[config.mk]
export PLATFORM = sky130hd
export DESIGN_NAME = lfbc_ram
export DESIGN_NICKNAME = d
export VERILOG_FILES = /design/src/hw/rtl/lfbc_ram.sv
export SDC_FILE = /design/constraint.sdc
export NUM_CORES = 1
export LEC_CHECK = 0
export BUFFER_PORTS_ARGS = -buffer_cell sky130_fd_sc_hd__buf_2
export CORE_MARGIN = 3
export CORE_UTILIZATION = 45
export CTS_CLUSTER_DIAMETER = 50
export DETAILED_ROUTE_END_ITERATION = 8
export SLEW_MARGIN = 40
export SYNTH_ARGS = -nofsm -noshare
export SYNTH_HDL_FRONTEND = slang
export SYNTH_SLANG_ARGS = --single-unit
[constraint.sdc]
create_clock -name clk_i -period 2.6 [get_ports clk_i]
set_clock_uncertainty 0.05 [all_clocks]
set_input_delay 0.39 -clock clk_i [delete_from_list [all_inputs] [get_ports clk_i]]
set_output_delay 0.39 -clock clk_i [all_outputs]
set_load 0.01 [all_outputs]
[src/hw/rtl/lfbc_ram.sv]
module lfbc_ram #(
  parameter int WIDTH = 8,
  parameter int DEPTH = 16
) (
  input  logic                     clk_i,
  input  logic                     we_i,
  input  logic [$clog2(DEPTH)-1:0] waddr_i,
  input  logic [WIDTH-1:0]         wdata_i,
  input  logic [$clog2(DEPTH)-1:0] raddr_i,
  output logic [WIDTH-1:0]         rdata_o
);

  logic [WIDTH-1:0] mem_q [DEPTH];

  always_ff @(posedge clk_i) begin
    if (we_i) begin
      mem_q[waddr_i] <= wdata_i;
    end
    rdata_o <= mem_q[raddr_i];
  end

endmodule

==> qor.yml <==
global_routing:
  grt_overflow: 0
  grt.busiest_layer: "met2"
  grtUsageMet1_pct: 21.81
  use_met3_pct: 3.529
  met2_usage_pct: 26.03
  grt_pass1_vias: 2591
  grt_pass1_wl_um: 14950
  grt_antenna_before_repair: 0
  grt_max_degree: 33
  gr-usage-all-layers_pct: 16.23
clocking:
  cts_buffer_depth: 2
  clkLatencyLatePin_ps: 400
  clockRootBuffer: "clkbuf_16"
  cts.sinks: 136
  cts_buffers: 17
  clkSlewWorstSetupHoldPaths_ps: 60
  post_cts_buffers: 0
  hold_buffers: 0
  htreeDepth: 4
  cts.repair.resized: 0
  cts_tree: "built"
flow_run:
  cap_violations: 0
setup_path:
  cp.arrival_ps: 1710
  endpoint_kind: "register"
  reg2reg_from: "mem_q[8][1]"
  startpoint: "raddr_i[0]"
  worst-setup-path-type: "in2reg"
  cp-endpoint: "rdata_o[1]"
  path_max_fanout: 32
  r2r_slack_ps: 1210
  required_ps: 2830
  rr_endpoint: "rdata_o[1]"
  reg2regPathDepth: 3
  crit_path_start_kind: "input port"
logic_synthesis:
  syn-cell-area_um2: 5147
  synth_top_family_by_area: "multiplexers"
  ys_seq_elements: 136
  ys_warn_count: 0
  synth_fa_ha_area_share_pct: 0
  synthMuxAreaShare_pct: 15.02
  yosys.area_share.simple_pct: 3.184
  syn_avg_cell_area_um2: 22.48
  synth_compound_area_share_pct: 2.333
  ys_types: 19
  synthXorXnorAreaFrac_pct: 0
  seq_area_frac_synth_pct: 77.78
  synthCells: 229
  syn-num-nets: 247
routing:
  wire_per_inst_um: 21.73
  firstDrtPassIters: 4
  ant_nets: 0
  drc: 0
  drt_iter0_markers: 131
  via_per_inst: 5.465
  drt_wl_total_um: 9431
  vias: 2372
placement:
  portBuffers: 25
  dp_hpwl_um: 6138
  post-place-cells: 402
  pre_cts_ws_ps: 692.3
  gp_congestion: 0.6842
die:
  die_y_um: 113.0
  io_pins: 26
  num_rows: 38
  start_util_pct: 46.67
  die_w_um: 113.0
  core-area_um2: 11030
  fp.dieArea_um2: 12760
sta:
  max_freq_ghz: 0.6751
  rsz0062_at_grt: "false"
  period_minus_slack_ps: 1481
  timing.final.ws_setup_ps: 1119
  slew_violations: 0
  finalSetupTns_ps: 0
  hold_violations: 0
  fin_crit_sh_pct: 56.97
  tightest_slew_ps: 725.9
  relSlewSlack_pct: 51.43
  setup_viol: 0
cells_and_area:
  drive_gt1_share_pct: 31.63
  final_common_cell: "edfxtp_1"
  layout_common_cells: "128 x edfxtp_1, 25 x buf_2, 18 x mux4_2"
  syn2layout_area_growth_pct: 18.55
  fin_nets: 299
  diodes: 0
  instances_no_fill: 434
power:
  ir_worst_vdd_v: 0.0004156
  p_leak_nw: 2.079
  power.density_nw_per_um2: 815.7
status:
  status: "complete, no violations"
hold_path:
  hold_class: "in2reg"
how the worst min path moves through the flow:
stage / cells past startpoint / start / slack (ps) / endpoint
2_1_floorplan: 0 / wdata_i[0] / 440 / mem_q[0][0]
3_3_place_gp: 3 / mem_q[4][1] / 600 / rdata_o[1]
4_1_cts: 1 / wdata_i[2] / 310 / mem_q[13][2]
3_5_place_dp: 3 / mem_q[8][3] / 620 / rdata_o[3]
6_report: 1 / wdata_i[3] / 320 / mem_q[1][3]
5_1_grt: 1 / wdata_i[2] / 320 / mem_q[14][2]
through the flow:
stage          power (mW)  area, um2  util (%)  hold slack [ps]
2_1_floorplan       2.638       5147         -            438.9
3_3_place_gp        2.743       5522     50.06            595.4
3_5_place_dp        2.745       5522     50.06            617.7
4_1_cts             5.022       6102     55.32            314.3
5_1_grt             5.157       6102     55.32            324.4
6_report            4.977       6102     55.32            320.4
worst max-delay path: stages:
cell and delay (ps):
buf_2 100, buf_12 250, mux4_1 600, a22oi_1 250, nand2_1 100
Yosys cell counts:
library cell     count  area share, %
nor3_1               4           0.39
nor2b_1              1           0.12
and2b_1              1           0.15
nand3b_1             2           0.29
or3b_2               1           0.17
nand2b_1             2           0.24
a22oi_1             16            2.3
mux4_1              14            7.1
and2_1               1           0.12
buf_2                3           0.29
buf_4                1           0.15
edfxtp_1           128             75
dfxtp_1              8            3.1
buf_6                3           0.66
mux4_2              18            7.9
nand3_1              1          0.097
nand2_1              9           0.66
nor2_1              13           0.95
clkdlybuf4s25_2      3           0.58
power breakdown:
| part | internal, mW | switching, mW |
|---|---|---|
| sequential | 2.45 | 0.0147 |
| combinational | 0.0975 | 0.129 |
| clock | 1.42 | 0.870 |
metal layers:
layer	routed length (um)	vias to the layer above	share of wire, %
met5	0	-	0
met4	165	0	1.7
met3	362	12	3.8
met2	4759	62	50
met1	4144	1218	44
li1	-	1080	-
state kept, by name (all words and copies together), names as in the netlist:
| signal | count |
|---|---|
| rdata_o | 8 |
| mem_q | 128 |
final cells by class:
class	count	area [um2]
multi-input combinational	83	1057
tap	140	175.2
fill	842	4928
timing repair buffer	43	285.3
clock inverter	14	151.4
clock buffer	18	429.2
sequential	136	4004
kinds of logic after synthesis:
| logic type | after synthesis |
|---|---|
| flops | 136 |
| simple gates | 35 |
| mux | 32 |
| buf+inv | 10 |
| compound gates | 16 |
(Power assumes the default switching activity.)
