### src/hw/rtl/lfbc_pkg.sv
package lfbc_pkg;

  localparam int KEY_W   = 16;
  localparam int LEN_W   = 17;
  localparam int BB_W    = 17;
  localparam int RING_W  = 11;
  localparam int OFF_W   = 32;
  localparam int SLOT_W  = 10;
  localparam int OCC_W   = 11;
  localparam int CFG_IDX_W = 1;
  localparam int CFG_DATA_W = 17;

  localparam logic [BB_W-1:0]   BB_RESET   = BB_W'(4096);
  localparam logic [RING_W-1:0] RING_RESET = RING_W'(1024);

  localparam logic [CFG_IDX_W-1:0] CFG_BLOCK_BYTES = 1'b0;
  localparam logic [CFG_IDX_W-1:0] CFG_RING_SIZE   = 1'b1;

  localparam logic OP_INSERT = 1'b0;
  localparam logic OP_LOOKUP = 1'b1;

  typedef enum logic [1:0] {
    EV_TRIM   = 2'd0,
    EV_EVICT  = 2'd1,
    EV_LOOKUP = 2'd2
  } ev_kind_e;

  typedef enum logic [2:0] {
    ST_CLEAR,
    ST_IDLE,
    ST_LOOK,
    ST_EVAL1,
    ST_EVAL2,
    ST_WRITE
  } state_e;

  // One ring slot as stored in the slot memory.
  typedef struct packed {
    logic             valid;
    logic [KEY_W-1:0] key;
  } slot_ent_t;

  // One result waiting in the output queue.
  typedef struct packed {
    ev_kind_e          kind;
    logic [KEY_W-1:0]  key;
    logic [LEN_W-1:0]  len;
    logic              hit;
    logic [SLOT_W-1:0] slot;
    logic [OCC_W-1:0]  occ;
    logic              last;
  } res_t;

endpackage

### src/hw/rtl/lfbc_res_fifo.sv
module lfbc_res_fifo import lfbc_pkg::*; (
  input  logic clk_i,
  input  logic rst_ni,
  input  logic push_i,
  input  res_t item_i,
  output logic room2_o,
  output logic valid_o,
  input  logic ready_i,
  output res_t item_o
);

  localparam int DEPTH = 4;
  localparam int PTR_W = $clog2(DEPTH);

  res_t              buf_q [DEPTH];
  logic [PTR_W-1:0]  wr_q, wr_d, rd_q, rd_d;
  logic [PTR_W:0]    cnt_q, cnt_d;
  logic              pop;

  assign valid_o  = (cnt_q != '0);
  assign item_o   = buf_q[rd_q];
  assign room2_o  = (cnt_q <= (PTR_W+1)'(DEPTH - 2));
  assign pop      = valid_o && ready_i;

  always_comb begin
    wr_d  = push_i ? wr_q + 1'b1 : wr_q;
    rd_d  = pop ? rd_q + 1'b1 : rd_q;
    cnt_d = cnt_q + (PTR_W+1)'(push_i) - (PTR_W+1)'(pop);
  end

  always_ff @(posedge clk_i or negedge rst_ni) begin
    if (!rst_ni) begin
      wr_q  <= '0;
      rd_q  <= '0;
      cnt_q <= '0;
    end else begin
      wr_q  <= wr_d;
      rd_q  <= rd_d;
      cnt_q <= cnt_d;
    end
  end

  always_ff @(posedge clk_i) begin
    if (push_i) begin
      buf_q[wr_q] <= item_i;
    end
  end

endmodule

### config.mk
export PLATFORM = sky130hd
export DESIGN_NAME = lfbc_res_fifo
export DESIGN_NICKNAME = d
export VERILOG_FILES = /design/src/hw/rtl/lfbc_pkg.sv /design/src/hw/rtl/lfbc_res_fifo.sv
export SDC_FILE = /design/constraint.sdc
export NUM_CORES = 1
export LEC_CHECK = 0
export BUFFER_PORTS_ARGS = -buffer_cell sky130_fd_sc_hd__buf_2
export CORE_ASPECT_RATIO = 0.6
export CORE_MARGIN = 2
export CORE_UTILIZATION = 55
export CTS_CLUSTER_DIAMETER = 150
export DETAILED_ROUTE_END_ITERATION = 16
export GPL_ROUTABILITY_DRIVEN = 0
export PLACE_DENSITY_LB_ADDON = 0.08
export SYNTH_ARGS = -nofsm -noshare
export SYNTH_HDL_FRONTEND = slang
export SYNTH_SLANG_ARGS = --single-unit
### constraint.sdc
create_clock -name clk_i -period 4.06 [get_ports clk_i]
set_clock_uncertainty 0.2 [all_clocks]
set_input_delay 0.812 -clock clk_i [delete_from_list [all_inputs] [get_ports clk_i]]
set_output_delay 0.812 -clock clk_i [all_outputs]
set_load 0.005 [all_outputs]
==> flow_summary.ini <==
[synthesis]
yosysTopAreaCellShare_pct = 78.7
synth-edff-count = 232
synth_nets = 411
async_flop_share_pct = 2.93
ys_ff_latch = 239
syn_avg_cell_area_um2 = 26.0
seq_area_frac_synth_pct = 80.6
syn_inst = 341
synth.distinct_cells = 19
yosys.area.top_type = edfxtp_1
ys_warn_count = 0
synth_top_flop_cell = edfxtp_1
syn-cell-area_um2 = 8860
synth.area.top_cells = edfxtp_1, mux4_2, dfrtp_1, buf_12, ha_1

[final_layout]
nets = 552
area_growth_syn_to_layout_pct = 17.1
drive_gt1_share_pct = 44.8
n_antenna_cell = 0
utilization_pct = 66.7
final_cell_count_no_fill = 701

[floorplanning]
die_w_um = 168
start_util_pct = 57.0
core_um2 = 15500
dieArea_um2 = 17200
die_h_um = 102
rows = 35
top_level_ports = 122

[setup_path]
worst-endpoint-required_ps = 3050
critPathTopFamily = flip-flops
end_kind = primary output
path_class = reg2out
crit_arrival_ps = 2410
cp_slowest_cell = dfrtp_4
worst_setup_path_start_kind = flip-flop
cp.depth = 3
crit_buf_inv = 2
critPathMaxStageDelay_ps = 760
ff2ff_path_depth = 4
crit_fanout = 25
cp_cell_sequence = buf_4, mux4_2, buf_2

[detailed_routing]
dr.pass1.iters = 4
wl_per_cell_um = 21.3
routed_wl_um = 14900
route.antenna.remaining_nets = 0
vias_per_cell = 5.55
drcViolationCount = 0
dr_total_vias = 3888
initialDrtViolationCount = 288

[pwr]
ir_drop_mv = 0.362
leakagePower_nw = 3.59
power_frac_seq_pct = 47.4
p_int_w = 0.00539
power_density_nw_per_um2 = 707
swShare_pct = 26.5
clock_power_share_pct = 27.0
pwr-share-comb_pct = 25.7
p_sw_w = 0.00194

[timing]
min_period_ps = 3420
worst_pin_slew_ps = 890
rsz0062_at_grt = false
hold_slack_ps = 325
timing.fmax_mhz = 292
worst_slack_ps = 640
fin_setup_tns_ps = 0
setup_viol = 0
hold_viol_final = 0
finalMaxSlewViolations = 0
min_period_over_period_pct = 84.2
slew_headroom_pct = 40.7

[cts]
cts_hold_buf = 1
cts-root-buf = clkbuf_16
ctsResizeCount = 0
clkTransAtPathRegs_ps = 60
clock_sinks = 239
htreeDepth = 1
cts_buffers = 22
tritoncts = built
clk_path_buf_depth = 3
clkLatencyLatePin_ps = 490
postCtsSetupRepairBufs = 0

[placement]
port_buffers = 121
dp.cells = 660
pre_cts_slack_ps = 1090
dp_hpwl_um = 9030

[global_routing]
use_met1_pct = 24.0
track_usage_pct = 17.9
grt_pass1_vias = 4145
use_met2_pct = 30.1
antenna_found_initial = 2
met3_usage_pct = 5.19
grt_max_degree = 59
grt_pass1_wl_um = 23000
grt_overflow_total = 0
busiest_layer = met2

[worst_hold_path]
worstHoldPathCells = 1
hp-class = in2reg

[flow_run]
max_cap_viol_count = 0

[status]
status = complete, no violations
[cell families (layout without fill, tap and decap cells)]
| family | after synthesis | after routing | share of synthesized area (%) |
|---|---|---|---|
| flops | 239 | 239 | 80.6 |
| buf+inv | 22 | 179 | 2.27 |
| mux | 58 | 58 | 14.7 |
| xor+xnor | 4 | 4 | 0.396 |
| fa+ha+maj | 8 | 8 | 1.21 |
| compound gates | 4 | 4 | 0.353 |
| simple gates | 6 | 6 | 0.381 |
[power groups by stage]
stage	sequential [W]	clock, W	combinational (W)
floorplan	0.00337	0	0.00141
global placement	0.00352	0	0.00190
detailed placement	0.00354	0	0.00193
CTS	0.00349	0.00203	0.00194
global route	0.00353	0.00212	0.00206
finish	0.00347	0.00198	0.00188
[routing by layer]
layer	up-vias	part of all wire, %	routed length (µm)
li1	1734	-	-
met1	2014	43	6380
met2	108	49	7280
met3	28	6.7	1000
met4	4	1.5	225
met5	-	0.17	25
[cells in the mapped netlist, types with 2 or more instances]
cell type,count
and2_1,4
buf_12,6
buf_2,5
buf_4,2
dfrtp_1,7
edfxtp_1,232
ha_1,7
inv_1,8
mux4_2,58
xor2_1,3
[layout by cell type, fill, tap and decap left out]
cell | netlist | routed
clkinv_2 | 0 | 2
buf_4 | 2 | 6
ha_1 | 7 | 7
dfrtp_2 | 0 | 1
o21ai_0 | 1 | 1
xor2_1 | 3 | 3
buf_2 | 5 | 121
edfxtp_1 | 232 | 232
mux4_2 | 58 | 58
o31a_1 | 1 | 1
xnor2_1 | 1 | 1
buf_12 | 6 | 3
nand3_1 | 1 | 1
o311ai_0 | 1 | 1
fa_1 | 1 | 1
bufinv_16 | 0 | 2
a31o_2 | 1 | 1
inv_1 | 8 | 8
nand2_1 | 1 | 1
and2_2 | 0 | 4
clkinvlp_4 | 0 | 1
clkbuf_1 | 0 | 7
dfrtp_1 | 7 | 5
clkinv_1 | 0 | 5
dfrtp_4 | 0 | 1
clkbuf_16 | 0 | 23
dlygate4sd3_1 | 0 | 1
[stage by stage]
step	cell area, µm²	total power, W
after floorplan	8860	0.00479
after global placement	9660	0.00542
after detailed placement	9660	0.00547
after CTS	10400	0.00746
after global routing	10400	0.00771
final	10400	0.00733
[path summary, 6_finish.rpt]
check                      startpoint      endpoint  slack [ps]
max reg2reg                   wr_q[1]  buf_q[1][42]        1890
min reg2reg                   wr_q[0]       wr_q[0]         340
min                        item_i[22]  buf_q[1][22]         330
max in group asynchronous      rst_ni       rd_q[0]        2990
min in group asynchronous      rst_ni      cnt_q[2]         480
max                           rd_q[0]    item_o[48]         640
[registers in the layout (all words and copies together), names as in the netlist]
register  flops
rd_q          2
cnt_q         3
wr_q          2
buf_q       232
[final cells by class]
class                   count  area, µm²
flip-flops and latches    239       7150
well taps                 203        254
clock inverters            10       96.3
multi-input cells          80       1520
repair buffers            131        721
fillers                  1024       5180
clock buffers              30        602
inverters                   8       30.0
Note: power is estimated with default switching activity, not from simulation.
